===== config.mk =====
export PLATFORM = sky130hd
export DESIGN_NAME = rc4sc_ctrl
export DESIGN_NICKNAME = d
export VERILOG_FILES = /design/src/rc4sc_pkg.sv /design/src/rc4sc_ctrl.sv
export SDC_FILE = /design/constraint.sdc
export NUM_CORES = 1
export LEC_CHECK = 0
export ABC_AREA = 1
export CAP_MARGIN = 20
export CORE_MARGIN = 2
export CORE_UTILIZATION = 40
export DETAILED_ROUTE_END_ITERATION = 12
export DONT_BUFFER_PORTS = 1
export PLACE_DENSITY = 0.66
export SLEW_MARGIN = 20
export SYNTH_ARGS = -nofsm -noshare
export SYNTH_HDL_FRONTEND = slang
export SYNTH_SLANG_ARGS = --single-unit

===== constraint.sdc =====
create_clock -name clk -period 2.4 [get_ports clk]
set_clock_uncertainty 0.15 [all_clocks]
set_input_delay 0.6 -clock clk [delete_from_list [all_inputs] [get_ports clk]]
set_output_delay 0.6 -clock clk [all_outputs]
set_load 0.01 [all_outputs]

===== src/rc4sc_pkg.sv =====
// ----------------------------------------------------------------------------
// rc4sc_pkg
// Shared constants, codes and controller/datapath interface types of the
// RC4 stream cipher core.
// ----------------------------------------------------------------------------
package rc4sc_pkg;

	localparam int KEY_MAX_BYTES = 256;
	localparam int PERM_SIZE     = 256;
	localparam int BYTE_W        = 8;
	localparam int PERM_AW       = 8;
	localparam int KEY_AW        = (KEY_MAX_BYTES > 1) ? $clog2(KEY_MAX_BYTES) : 1;
	localparam int KLEN_W        = 9;

	localparam logic [KLEN_W-1:0] KEY_MAX_LEN = KLEN_W'(KEY_MAX_BYTES);

	// command codes
	localparam logic [1:0] CMD_LOAD  = 2'd0;
	localparam logic [1:0] CMD_SCHED = 2'd1;
	localparam logic [1:0] CMD_DATA  = 2'd2;

	// result status codes
	localparam logic [1:0] ST_DATA  = 2'd0;
	localparam logic [1:0] ST_DONE  = 2'd1;
	localparam logic [1:0] ST_NOKEY = 2'd2;

	// permutation table address source
	typedef enum logic [2:0] {
		A_N,      // schedule counter
		A_INEXT,  // i + 1
		A_JKSA,   // j + S[n] + key
		A_JGEN,   // j + S[i]
		A_JQ,     // registered j
		A_IQ,     // registered i
		A_T       // S[i] + S[j]
	} addr_sel_t;

	// permutation table write data source
	typedef enum logic [1:0] {
		W_N,
		W_RD,
		W_SI
	} wd_sel_t;

	typedef enum logic [1:0] {
		J_HOLD,
		J_CLR,
		J_KSA,
		J_GEN
	} j_op_t;

	typedef enum logic [1:0] {
		EMIT_NONE,
		EMIT_DATA,
		EMIT_DONE,
		EMIT_NOKEY
	} emit_t;

	typedef struct packed {
		addr_sel_t addr_sel;
		logic      perm_we;
		wd_sel_t   wd_sel;
		logic      key_we;
		logic      ld_len;
		logic      clr_cnt;
		logic      step_n;
		logic      step_key;
		logic      ld_si;
		logic      ld_sj;
		j_op_t     j_op;
		logic      inc_i;
		logic      clr_gen;
		logic      set_keyed;
		logic      ld_data;
		emit_t     emit;
	} dp_ctrl_t;

	typedef struct packed {
		logic keyed;
		logic n_last;
	} dp_stat_t;

endpackage


===== src/rc4sc_ctrl.sv =====
// ----------------------------------------------------------------------------
// rc4sc_ctrl
// Sequencer for the RC4 core: table fill, key scheduling and keystream
// generation steps over the single-port permutation table.
// ----------------------------------------------------------------------------
module rc4sc_ctrl (
	input  logic                clk,
	input  logic                arst_n,
	input  logic                start,
	input  logic [1:0]          cmd,
	input  rc4sc_pkg::dp_stat_t stat,
	output rc4sc_pkg::dp_ctrl_t ctl,
	output logic                busy
);

	typedef enum logic [10:0] {
		S_IDLE  = 11'b000_0000_0001,
		S_FILL  = 11'b000_0000_0010,
		S_KA    = 11'b000_0000_0100,
		S_KB    = 11'b000_0000_1000,
		S_KC    = 11'b000_0001_0000,
		S_KD    = 11'b000_0010_0000,
		S_SDONE = 11'b000_0100_0000,
		S_GB    = 11'b000_1000_0000,
		S_GC    = 11'b001_0000_0000,
		S_GD    = 11'b010_0000_0000,
		S_GE    = 11'b100_0000_0000
	} state_t;

	state_t state_q, state_d;

	always_ff @(posedge clk or negedge arst_n) begin
		if (!arst_n) begin
			state_q <= S_IDLE;
		end else begin
			state_q <= state_d;
		end
	end

	assign busy = (state_q != S_IDLE);

	always_comb begin
		state_d      = state_q;
		ctl          = '0;
		ctl.addr_sel = rc4sc_pkg::A_N;
		ctl.wd_sel   = rc4sc_pkg::W_N;
		ctl.j_op     = rc4sc_pkg::J_HOLD;
		ctl.emit     = rc4sc_pkg::EMIT_NONE;
		case (state_q)
			S_IDLE: begin
				if (start) begin
					case (cmd)
						rc4sc_pkg::CMD_LOAD: begin
							ctl.key_we = 1'b1;
						end
						rc4sc_pkg::CMD_SCHED: begin
							ctl.ld_len  = 1'b1;
							ctl.clr_cnt = 1'b1;
							ctl.j_op    = rc4sc_pkg::J_CLR;
							state_d     = S_FILL;
						end
						rc4sc_pkg::CMD_DATA: begin
							if (stat.keyed) begin
								// fetch S[i+1] on the transfer edge
								ctl.addr_sel = rc4sc_pkg::A_INEXT;
								ctl.inc_i    = 1'b1;
								ctl.ld_data  = 1'b1;
								state_d      = S_GB;
							end else begin
								ctl.emit = rc4sc_pkg::EMIT_NOKEY;
							end
						end
						default: begin
						end
					endcase
				end
			end
			S_FILL: begin
				ctl.perm_we  = 1'b1;
				ctl.addr_sel = rc4sc_pkg::A_N;
				ctl.wd_sel   = rc4sc_pkg::W_N;
				ctl.step_n   = 1'b1;
				if (stat.n_last) begin
					state_d = S_KA;
				end
			end
			S_KA: begin
				ctl.addr_sel = rc4sc_pkg::A_N;
				state_d      = S_KB;
			end
			S_KB: begin
				ctl.addr_sel = rc4sc_pkg::A_JKSA;
				ctl.ld_si    = 1'b1;
				ctl.j_op     = rc4sc_pkg::J_KSA;
				state_d      = S_KC;
			end
			S_KC: begin
				ctl.perm_we  = 1'b1;
				ctl.addr_sel = rc4sc_pkg::A_N;
				ctl.wd_sel   = rc4sc_pkg::W_RD;
				state_d      = S_KD;
			end
			S_KD: begin
				ctl.perm_we  = 1'b1;
				ctl.addr_sel = rc4sc_pkg::A_JQ;
				ctl.wd_sel   = rc4sc_pkg::W_SI;
				ctl.step_n   = 1'b1;
				ctl.step_key = 1'b1;
				state_d      = stat.n_last ? S_SDONE : S_KA;
			end
			S_SDONE: begin
				ctl.clr_gen   = 1'b1;
				ctl.set_keyed = 1'b1;
				ctl.emit      = rc4sc_pkg::EMIT_DONE;
				state_d       = S_IDLE;
			end
			S_GB: begin
				ctl.addr_sel = rc4sc_pkg::A_JGEN;
				ctl.ld_si    = 1'b1;
				ctl.j_op     = rc4sc_pkg::J_GEN;
				state_d      = S_GC;
			end
			S_GC: begin
				ctl.perm_we  = 1'b1;
				ctl.addr_sel = rc4sc_pkg::A_IQ;
				ctl.wd_sel   = rc4sc_pkg::W_RD;
				ctl.ld_sj    = 1'b1;
				state_d      = S_GD;
			end
			S_GD: begin
				ctl.addr_sel = rc4sc_pkg::A_T;
				state_d      = S_GE;
			end
			S_GE: begin
				ctl.perm_we  = 1'b1;
				ctl.addr_sel = rc4sc_pkg::A_JQ;
				ctl.wd_sel   = rc4sc_pkg::W_SI;
				ctl.emit     = rc4sc_pkg::EMIT_DATA;
				state_d      = S_IDLE;
			end
			default: begin
				state_d = S_IDLE;
			end
		endcase
	end

endmodule


==> metrics <==
first-pass GRT wire length 3.15 mm; multi-input logic area 562 um2; Worst-Skew Late Latency 0.28 ns; slew margin rel. 65.7%; Netlist Area Pre-Place 866 um2; via/cell ratio 4.90; Primary FF master, synth dfrtp_1; Post-Syn Instances 115; pwr dens 699 nW/um2; Site Rows 16; Area Growth Syn to Fin 26.6%; largest cells by area after synthesis dfrtp_1 29%, inv_1 11%, nand2_2 7.9%; max-cap viol count 0; Max Fanout on Critical Path 3; Buf/Inv on CP 1; Critical Path End Type primary output; Antenna Diode Count 0; biggest regs state_q (11); Tcrit/Tclk final 97.9%; GP Congestion 0.731; ANT nets after route 0; Clock Path Buffers 2; post-synth top area share 28.9%; CTS tree done; Inserted Clock Buffers 3; final core occ 54.8%; status finished, final reports clean; WL/cell 13.3 um; fmax 425 MHz; IO Count 29; critical path cell sequence nand2_1, nor2_4, nand2_4, nor3_4, inv_2, o21ai_4; post-placement cell area 877 um2; critical path startpoint category flop; most frequent cell after synthesis inv_1; Critical-path top delay cell dfstp_2; initial cell density of the core 43.2%; count of flip-flops with a built-in enable after synthesis 0; leakage 0.619 nW; fin area 1100 um2; Total GRT Usage 16.9%; Crit path max-delay family flip-flops; RSZ-0062 raised after global routing true; Chip Height 50.5 um; clock sink count 11; drt drc 0; drt pass-1 iters 4; crit path time final 2.35 ns; Largest Register state_q; top cells by count, synth 26 x inv_1, 12 x nand2_1, 12 x nor2_1; Yosys top cell by area dfrtp_1; fraction of registers with async set/reset 100%; Seq cells post-synth 11; Worst-path clk slew 0.07 ns; Max Slew Vio Count 0; via count 749; Mapped Nets 122; max reg flops 11; initial antenna violation count 0; VDD IR max 0.623 mV; largest net degree at the start of global routing 11; Seq/Total Area, Yosys 31.9%; nets@finish 134; CTS H-tree lvls 1; global route overflow 0; die width 50.5 um; Avg Inst Size Synth 7.53 um2; Initial DRC Count 11; worst slew pin tran 0.513 ns; Core ar. 2000 um2; Total Wirelength 2.04 mm; Setup-failing EPs final 0; crit path DAT 1.60 ns; vias in the first global route 703; register area 278 um2; class of the worst hold path primary input to flop; Root Driver clkbuf_4; WS Path Type flop to primary output; Die ar. 2550 um2; Fill cells 186; Fin. Hold Viols 0; share of layout cells above drive strength 1 45.2%; synth warn 0; Critical Path RT 1.65 ns; Synth cell types 24; DP Wirelength 1.45 mm; slowest stage delay, CP 0.56 ns; PortBufs 0
==> layer usage <==
layer  wire [um]  track usage (%)
met1         832             18.6
met2        1040             28.3
met3         120             7.44
met4          40             7.21
met5           0                0
==> logic make-up after synthesis <==
family,count (synthesis),share of synthesized area [%]
compound gates,7,5.64
buf+inv,32,15.6
flops,11,31.9
simple gates,65,46.8
==> final timing paths <==
path,start,endpoint,slack (ns),cells past startpoint
min in group asynchronous,arst_n,state_q[0],0.55,1
worst min-delay path,stat[0],state_q[6],0.31,2
worst max-delay path,state_q[0],ctl[0],0.05,6
worst min register to register,state_q[9],state_q[9],0.48,3
worst max register to register,state_q[0],state_q[2],0.64,10
max in group asynchronous,arst_n,state_q[7],1.15,1
==> layout make-up <==
cell class                 instances  area share, %
multi-input combinational         72           51.3
sequential                        11           25.3
inverter                          28           9.59
timing repair buffer              11           8.33
tap                               27           3.08
clock buffer                       4           2.40
==> placed cells by master, fill, tap and decap left out, drive strengths merged <==
cell / instances
a21oi: 1
buf: 9
clkbuf: 4
dfrtp: 10
dfstp: 1
dlygate4sd3: 2
inv: 28
nand2: 26
nand3: 6
nand4: 4
nor2: 21
nor3: 6
nor4: 1
o211ai: 1
o21ai: 4
o21bai: 1
or2: 1
==> timing repair <==
| action | in CTS | in global routing |
|---|---|---|
| pin swaps | 3 | 7 |
| setup buffers | 2 | 6 |
| endpoints found under the hold margin | 10 | 1 |
| hold buffers | 1 | 1 |
| setup endpoints to repair | 8 | 12 |
| gates resized for setup | 12 | 14 |
==> power breakdown <==
part / switching (mW) / internal [mW] / leakage, nW
logic: 0.264 / 0.146 / 0.456
registers: 0.0152 / 0.209 / 0.147
clock network: 0.0672 / 0.0645 / 0.0150
total: 0.346 / 0.419 / 0.619
==> stage by stage <==
| stage | hold WS [ns] | total power, mW | instances | worst slack, ns | TNS [ns] |
|---|---|---|---|---|---|
| after CTS | 0.000654 | 0.722 | 146 | 0.0265 | 0 |
| after global placement | 0.155 | 0.543 | 139 | 0.238 | 0 |
| after floorplan | 0.154 | 0.513 | 115 | 0.232 | 0 |
| after global routing | 0.317 | 0.816 | 153 | -0.0426 | -0.0921 |
| after detailed placement | 0.155 | 0.552 | 139 | 0.189 | 0 |
| final | 0.312 | 0.766 | 153 | 0.0496 | 0 |
Power figures use the tool's default switching activity.
