$ cat src/rc4sc_pkg.sv
// ----------------------------------------------------------------------------
// rc4sc_pkg
// Shared constants, codes and controller/datapath interface types of the
// RC4 stream cipher core.
// ----------------------------------------------------------------------------
package rc4sc_pkg;

	localparam int KEY_MAX_BYTES = 256;
	localparam int PERM_SIZE     = 256;
	localparam int BYTE_W        = 8;
	localparam int PERM_AW       = 8;
	localparam int KEY_AW        = (KEY_MAX_BYTES > 1) ? $clog2(KEY_MAX_BYTES) : 1;
	localparam int KLEN_W        = 9;

	localparam logic [KLEN_W-1:0] KEY_MAX_LEN = KLEN_W'(KEY_MAX_BYTES);

	// command codes
	localparam logic [1:0] CMD_LOAD  = 2'd0;
	localparam logic [1:0] CMD_SCHED = 2'd1;
	localparam logic [1:0] CMD_DATA  = 2'd2;

	// result status codes
	localparam logic [1:0] ST_DATA  = 2'd0;
	localparam logic [1:0] ST_DONE  = 2'd1;
	localparam logic [1:0] ST_NOKEY = 2'd2;

	// permutation table address source
	typedef enum logic [2:0] {
		A_N,      // schedule counter
		A_INEXT,  // i + 1
		A_JKSA,   // j + S[n] + key
		A_JGEN,   // j + S[i]
		A_JQ,     // registered j
		A_IQ,     // registered i
		A_T       // S[i] + S[j]
	} addr_sel_t;

	// permutation table write data source
	typedef enum logic [1:0] {
		W_N,
		W_RD,
		W_SI
	} wd_sel_t;

	typedef enum logic [1:0] {
		J_HOLD,
		J_CLR,
		J_KSA,
		J_GEN
	} j_op_t;

	typedef enum logic [1:0] {
		EMIT_NONE,
		EMIT_DATA,
		EMIT_DONE,
		EMIT_NOKEY
	} emit_t;

	typedef struct packed {
		addr_sel_t addr_sel;
		logic      perm_we;
		wd_sel_t   wd_sel;
		logic      key_we;
		logic      ld_len;
		logic      clr_cnt;
		logic      step_n;
		logic      step_key;
		logic      ld_si;
		logic      ld_sj;
		j_op_t     j_op;
		logic      inc_i;
		logic      clr_gen;
		logic      set_keyed;
		logic      ld_data;
		emit_t     emit;
	} dp_ctrl_t;

	typedef struct packed {
		logic keyed;
		logic n_last;
	} dp_stat_t;

endpackage

$ cat src/rc4sc_datapath.sv
// ----------------------------------------------------------------------------
// rc4sc_datapath
// Permutation table and key store memories, index registers, adders and
// the registered result outputs of the RC4 core.
// ----------------------------------------------------------------------------
module rc4sc_datapath (
	input  logic                             clk,
	input  logic                             arst_n,
	input  rc4sc_pkg::dp_ctrl_t              ctl,
	output rc4sc_pkg::dp_stat_t              stat,
	input  logic [rc4sc_pkg::BYTE_W-1:0]     key_byte,
	input  logic [rc4sc_pkg::BYTE_W-1:0]     key_index,
	input  logic [rc4sc_pkg::KLEN_W-1:0]     key_len,
	input  logic [rc4sc_pkg::BYTE_W-1:0]     data_byte,
	output logic                             strobe,
	output logic [rc4sc_pkg::BYTE_W-1:0]     out_byte,
	output logic [1:0]                       status
);

	logic [rc4sc_pkg::BYTE_W-1:0] perm_mem [rc4sc_pkg::PERM_SIZE];
	logic [rc4sc_pkg::BYTE_W-1:0] key_mem  [rc4sc_pkg::KEY_MAX_BYTES];

	logic [rc4sc_pkg::BYTE_W-1:0]  perm_rd_q, key_rd_q;
	logic [rc4sc_pkg::BYTE_W-1:0]  si_q, sj_q, i_q, j_q, data_q;
	logic [rc4sc_pkg::PERM_AW-1:0] n_q;
	logic [rc4sc_pkg::KLEN_W-1:0]  k_q, len_q, len_eff, k_inc;
	logic                          keyed_q;
	logic                          strobe_q;
	logic [rc4sc_pkg::BYTE_W-1:0]  out_byte_q;
	logic [1:0]                    status_q;

	logic [rc4sc_pkg::BYTE_W-1:0]  j_ksa, j_gen, i_next, t_idx, ks, wdata;
	logic [rc4sc_pkg::PERM_AW-1:0] addr;
	logic                          key_in_range;

	assign j_ksa  = j_q + perm_rd_q + key_rd_q;
	assign j_gen  = j_q + perm_rd_q;
	assign i_next = i_q + 1'b1;
	assign t_idx  = si_q + sj_q;
	// S[j] is written only after the final lookup; forward when t hits j
	assign ks     = (t_idx == j_q) ? si_q : perm_rd_q;
	assign k_inc  = k_q + 1'b1;

	always_comb begin
		case (ctl.addr_sel)
			rc4sc_pkg::A_N:     addr = n_q;
			rc4sc_pkg::A_INEXT: addr = i_next;
			rc4sc_pkg::A_JKSA:  addr = j_ksa;
			rc4sc_pkg::A_JGEN:  addr = j_gen;
			rc4sc_pkg::A_JQ:    addr = j_q;
			rc4sc_pkg::A_IQ:    addr = i_q;
			rc4sc_pkg::A_T:     addr = t_idx;
			default:            addr = n_q;
		endcase
	end

	always_comb begin
		case (ctl.wd_sel)
			rc4sc_pkg::W_N:  wdata = n_q;
			rc4sc_pkg::W_RD: wdata = perm_rd_q;
			rc4sc_pkg::W_SI: wdata = si_q;
			default:         wdata = n_q;
		endcase
	end

	always_comb begin
		if (key_len == '0) begin
			len_eff = rc4sc_pkg::KLEN_W'(1);
		end else if (key_len > rc4sc_pkg::KEY_MAX_LEN) begin
			len_eff = rc4sc_pkg::KEY_MAX_LEN;
		end else begin
			len_eff = key_len;
		end
	end

	assign key_in_range = ({1'b0, key_index} < rc4sc_pkg::KEY_MAX_LEN);

	// single-port permutation table, registered read
	always_ff @(posedge clk) begin
		if (ctl.perm_we) begin
			perm_mem[addr] <= wdata;
		end else begin
			perm_rd_q <= perm_mem[addr];
		end
	end

	always_ff @(posedge clk) begin
		if (ctl.key_we && key_in_range) begin
			key_mem[key_index[rc4sc_pkg::KEY_AW-1:0]] <= key_byte;
		end
		key_rd_q <= key_mem[k_q[rc4sc_pkg::KEY_AW-1:0]];
	end

	always_ff @(posedge clk) begin
		if (ctl.ld_si) begin
			si_q <= perm_rd_q;
		end
		if (ctl.ld_sj) begin
			sj_q <= perm_rd_q;
		end
		if (ctl.ld_data) begin
			data_q <= data_byte;
		end
		if (ctl.ld_len) begin
			len_q <= len_eff;
		end
	end

	always_ff @(posedge clk or negedge arst_n) begin
		if (!arst_n) begin
			n_q     <= '0;
			k_q     <= '0;
			i_q     <= '0;
			j_q     <= '0;
			keyed_q <= 1'b0;
		end else begin
			if (ctl.clr_cnt) begin
				n_q <= '0;
				k_q <= '0;
			end else begin
				if (ctl.step_n) begin
					n_q <= n_q + 1'b1;
				end
				if (ctl.step_key) begin
					k_q <= (k_inc == len_q) ? '0 : k_inc;
				end
			end
			if (ctl.clr_gen) begin
				i_q <= '0;
				j_q <= '0;
			end else begin
				if (ctl.inc_i) begin
					i_q <= i_next;
				end
				case (ctl.j_op)
					rc4sc_pkg::J_CLR: j_q <= '0;
					rc4sc_pkg::J_KSA: j_q <= j_ksa;
					rc4sc_pkg::J_GEN: j_q <= j_gen;
					default:          j_q <= j_q;
				endcase
			end
			if (ctl.set_keyed) begin
				keyed_q <= 1'b1;
			end
		end
	end

	always_ff @(posedge clk or negedge arst_n) begin
		if (!arst_n) begin
			strobe_q <= 1'b0;
		end else begin
			strobe_q <= (ctl.emit != rc4sc_pkg::EMIT_NONE);
		end
	end

	always_ff @(posedge clk) begin
		case (ctl.emit)
			rc4sc_pkg::EMIT_DATA: begin
				out_byte_q <= data_q ^ ks;
				status_q   <= rc4sc_pkg::ST_DATA;
			end
			rc4sc_pkg::EMIT_DONE: begin
				out_byte_q <= '0;
				status_q   <= rc4sc_pkg::ST_DONE;
			end
			rc4sc_pkg::EMIT_NOKEY: begin
				out_byte_q <= '0;
				status_q   <= rc4sc_pkg::ST_NOKEY;
			end
			default: begin
			end
		endcase
	end

	assign stat.keyed  = keyed_q;
	assign stat.n_last = &n_q;

	assign strobe   = strobe_q;
	assign out_byte = out_byte_q;
	assign status   = status_q;

endmodule

$ cat config.mk
export PLATFORM = sky130hd
export DESIGN_NAME = rc4sc_datapath
export DESIGN_NICKNAME = d
export VERILOG_FILES = /design/src/rc4sc_pkg.sv /design/src/rc4sc_datapath.sv
export SDC_FILE = /design/constraint.sdc
export NUM_CORES = 2
export LEC_CHECK = 0
export BUFFER_PORTS_ARGS = -buffer_cell sky130_fd_sc_hd__buf_2
export CORE_MARGIN = 2
export CORE_UTILIZATION = 55
export CTS_CLUSTER_DIAMETER = 120
export DETAILED_ROUTE_END_ITERATION = 10
export PLACE_DENSITY = 0.71
export SLEW_MARGIN = 20
export SYNTH_ARGS = -nofsm -noshare
export SYNTH_HDL_FRONTEND = slang
export SYNTH_SLANG_ARGS = --single-unit
$ cat constraint.sdc
create_clock -name clk -period 23.2 [get_ports clk]
set_input_delay 2.32 -clock clk [delete_from_list [all_inputs] [get_ports clk]]
set_output_delay 2.32 -clock clk [all_outputs]
set_load 0.03 [all_outputs]
==> impl_metrics.csv <==
group,metric,value,unit
status,status,"completed",
grt,grt_use_total,0.271,
die,floorplan.rows,202,
final_layout,multiInputGateArea,38600,µm²
routing,routed_wire_length,424,mm
synthesis,synthDistinctLibCells,79,
setup_path,path_delay_family,"buffers and inverters",
synthesis,synthDominantAreaCellType,"sky130_fd_sc_hd__edfxtp_1",
final_layout,synthToLayoutAreaGrowth,10.3,%
place,placement.io_buffers,68,
synthesis,yosys.area.top_type_share,0.746,
synthesis,synth_async_sr_flop_share,0.00835,
hold_path,holdCritPathClass,"reg -> reg",
sta,timing.fmax,111,MHz
setup_path,crit-reg2reg-launch,"perm_rd_q[0]",
setup_path,critical_path_depth,16,
pwr,vdd_ir_drop_max,0.0000840,V
setup_path,cp_slowest_stage_delay,0.77,ns
setup_path,r2r_end,"perm_rd_q[0]",
routing,route.antenna.remaining_nets,0,
cts,numClockSinks,4190,
grt,grt.overflow.total,0,
place,placed_instance_area,171000,µm²
synthesis,synthCells,10139,
synthesis,ys_top_cells_by_area,"sky130_fd_sc_hd__edfxtp_1 75%, sky130_fd_sc_hd__mux4_2 5.8%, sky130_fd_sc_hd__mux2i_1 4.5%",
cts,cts_tree,"done",
sta,maxSlewViolCount,0,
sta,finClkSkew,0.0547,ns
final_layout,fillerInstances,21259,
routing,drcViolationCount,0,
setup_path,worst_r2r_path_depth,20,
synthesis,syn_avg_cell_area,16.5,µm²
cts,cts_root_buf,"sky130_fd_sc_hd__clkbuf_16",
sta,period_share,0.388,
grt,global_route_wire_length_before_repair,618,mm
cts,number_of_buffers_created_by_cts,405,
hold_path,timing.hold.worst_path_depth,1,
final_layout,fin_area,184000,µm²
sta,final_total_negative_setup_slack,0,ns
sta,post-route-min-period,9.00,ns
setup_path,worstPathCellList,"buf_2, mux2_1, a21oi_1, o2bb2ai_2, nand2_8, buf_12, buf_4, buf_4, buf_4, buf_4, mux2i_1, a32o_1, nor4_1, a311oi_1, a31oi_1, or4_1",
setup_path,critPathArrivalTime,9.63,ns
setup_path,startpoint_type,"input port",
routing,detail_route.first_pass.iterations,9,
die,coreArea,303000,µm²
grt,antenna_found_initial,18,
hold_path,worst_hold_path.endpoint,"keyed_q",
final_layout,ff_latch_area,126000,µm²
place,dp_hpwl,246,mm
cts,cts-hold-fix-buffers,0,
synthesis,netlist_area,167000,µm²
setup_path,worst_ep_required_time,23.83,ns
synthesis,syn_nets,10229,
sta,hold_violations,0,
cts,ctsLongestPathBuffers,4,
pwr,leakage,59.0,nW
die,horizontal_extent_of_the_die,555,µm
synthesis,yosys_warnings,0,
sta,slew-limit-headroom,0.165,
setup_path,r2r_setup_slk,14.76,ns
routing,post_drt_wl_per_cell,29.4,µm
sta,setup_viol,0,
synthesis,synth.yosys.seq_area_share,0.752,
cts,clk_pin_slew_worst_paths,0.06,ns
cts,post_cts_resized,0,
pwr,power_density_relative_to_cell_area,99.6,nW/µm²
setup_path,worstSetupEndpointType,"flop",
cts,clk-insertion-delay-late,0.93,ns
sta,unrepaired_setup_endpoints_after_global_routing,"no",
cts,postCtsSetupRepairBufs,0,
routing,drc_violation_total_after_the_first_tritonroute_iteration,12971,
setup_path,crit_path_frequent_cell,"sky130_fd_sc_hd__buf_4",
synthesis,netlist_top_cells_count,"4,147 x sky130_fd_sc_hd__edfxtp_1, 1,277 x sky130_fd_sc_hd__nand2_1, 755 x sky130_fd_sc_hd__mux2i_1",
final_layout,layout_cell_share_with_drive_strength_beyond_1,0.123,
cts,cts-htree-levels,5,
die,top_level_ports,69,
grt,number_of_global_route_vias_before_repair,91028,
synthesis,count_of_flip_flops_with_a_built_in_enable_after_synthesis,4147,
setup_path,path_class,"in -> reg",
job,cap_viol_max_count,0,
synthesis,yosysMostFrequentCell,"sky130_fd_sc_hd__edfxtp_1",
routing,dr_total_vias,93543,
hold_path,min_from,"keyed_q",
die,initial_utilization,0.552,
setup_path,crit_fanout,127,
final_layout,final_nets,10188,
sta,max_slew.worst_pin.slew,1.25,ns
synthesis,synth.ff_latch_count,4190,
grt,grt_max_degree,195,
die,vertical_extent_of_the_die,555,µm
synthesis,postSynth.topFlopCell,"sky130_fd_sc_hd__edfxtp_1",
routing,avgViaCountPerCell,6.49,
die,die_outline_area,308000,µm²
place,routabilityCongestion,0.891,
setup_path,worst_path_max_delay_cell,"sky130_fd_sc_hd__buf_4",
setup_path,crit_buf_inv,6,
## layout by cell type, fill, tap and decap left out, drive strengths merged, types with 123 or more instances in the layout
| cell | n |
|---|---|
| nor2 | 667 |
| o22ai | 123 |
| clkinv | 167 |
| a21oi | 249 |
| nand3 | 694 |
| mux4 | 433 |
| edfxtp | 4147 |
| clkbuf | 504 |
| o221ai | 235 |
| buf | 215 |
| mux2i | 755 |
| nand2 | 1278 |
## state kept, by name, summed over array words and instances (netlist names), 9 cells and up
signal	cells
key_mem	2048
len_q	9
k_q	9
perm_mem	2048
## power breakdown
part	leakage [nW]	internal [mW]	switching (mW)	total, mW
logic	15.0	0.973	2.25	3.22
clock network	6.35	3.74	2.77	6.51
registers	37.6	8.53	0.0752	8.61
## how the worst max path moves through the flow
stage,from,end,slack (ns)
4_1_cts,ctl[18],perm_rd_q[2],14.40
5_1_grt,ctl[18],perm_rd_q[3],14.00
6_report,ctl[18],perm_rd_q[3],14.20
3_3_place_gp,ctl[18],perm_rd_q[2],13.57
2_1_floorplan,ctl[15],perm_mem[0][5],8.17
3_5_place_dp,ctl[18],perm_rd_q[2],13.44
## stage by stage
| step | hold slack, ns | cells | util | setup slack (ns) | power [mW] |
|---|---|---|---|---|---|
| 2_1_floorplan | 0.441 | 10139 | - | 8.17 | 10.9 |
| 3_3_place_gp | 0.446 | 13664 | 0.565 | 13.57 | 11.9 |
| 3_5_place_dp | 0.453 | 13664 | 0.565 | 13.44 | 11.9 |
| 4_1_cts | 0.467 | 14392 | 0.608 | 14.40 | 18.3 |
| 5_1_grt | 0.525 | 14400 | 0.609 | 14.00 | 18.8 |
| 6_report | 0.463 | 14407 | 0.609 | 14.20 | 18.3 |
## cell families (layout without fill, tap and decap cells)
| kind of cell | Yosys count | in the layout | synth area share |
|---|---|---|---|
| xor+xnor | 60 | 60 | 0.00315 |
| simple gates | 2920 | 2920 | 0.0747 |
| other cells | 0 | 10 | 0 |
| compound gates | 1041 | 1041 | 0.0451 |
| buf+inv | 702 | 982 | 0.0186 |
| flops | 4190 | 4190 | 0.752 |
| mux | 1192 | 1192 | 0.104 |
| fa+ha+maj | 34 | 34 | 0.00268 |
## layer usage
metal  global-route usage  vias to the layer above  share of wire  wire length [µm]
li1                     -                    39761              -                 -
met1                0.366                    47430           0.38            160000
met2                0.435                     5306           0.48            203000
met3               0.0439                     1030          0.092             38900
met4                0.128                       16          0.053             22300
met5                    0                        -        0.00026               109
## area by class of cell
class,instances,share of cell area
inverter,31,0.000659
timing repair buffer,223,0.0107
tap,3978,0.0270
clock inverter,232,0.0127
antenna,10,0.000136
multi-input combinational,5247,0.209
clock buffer,496,0.0578
sequential,4190,0.682
(Power assumes the default switching activity.)
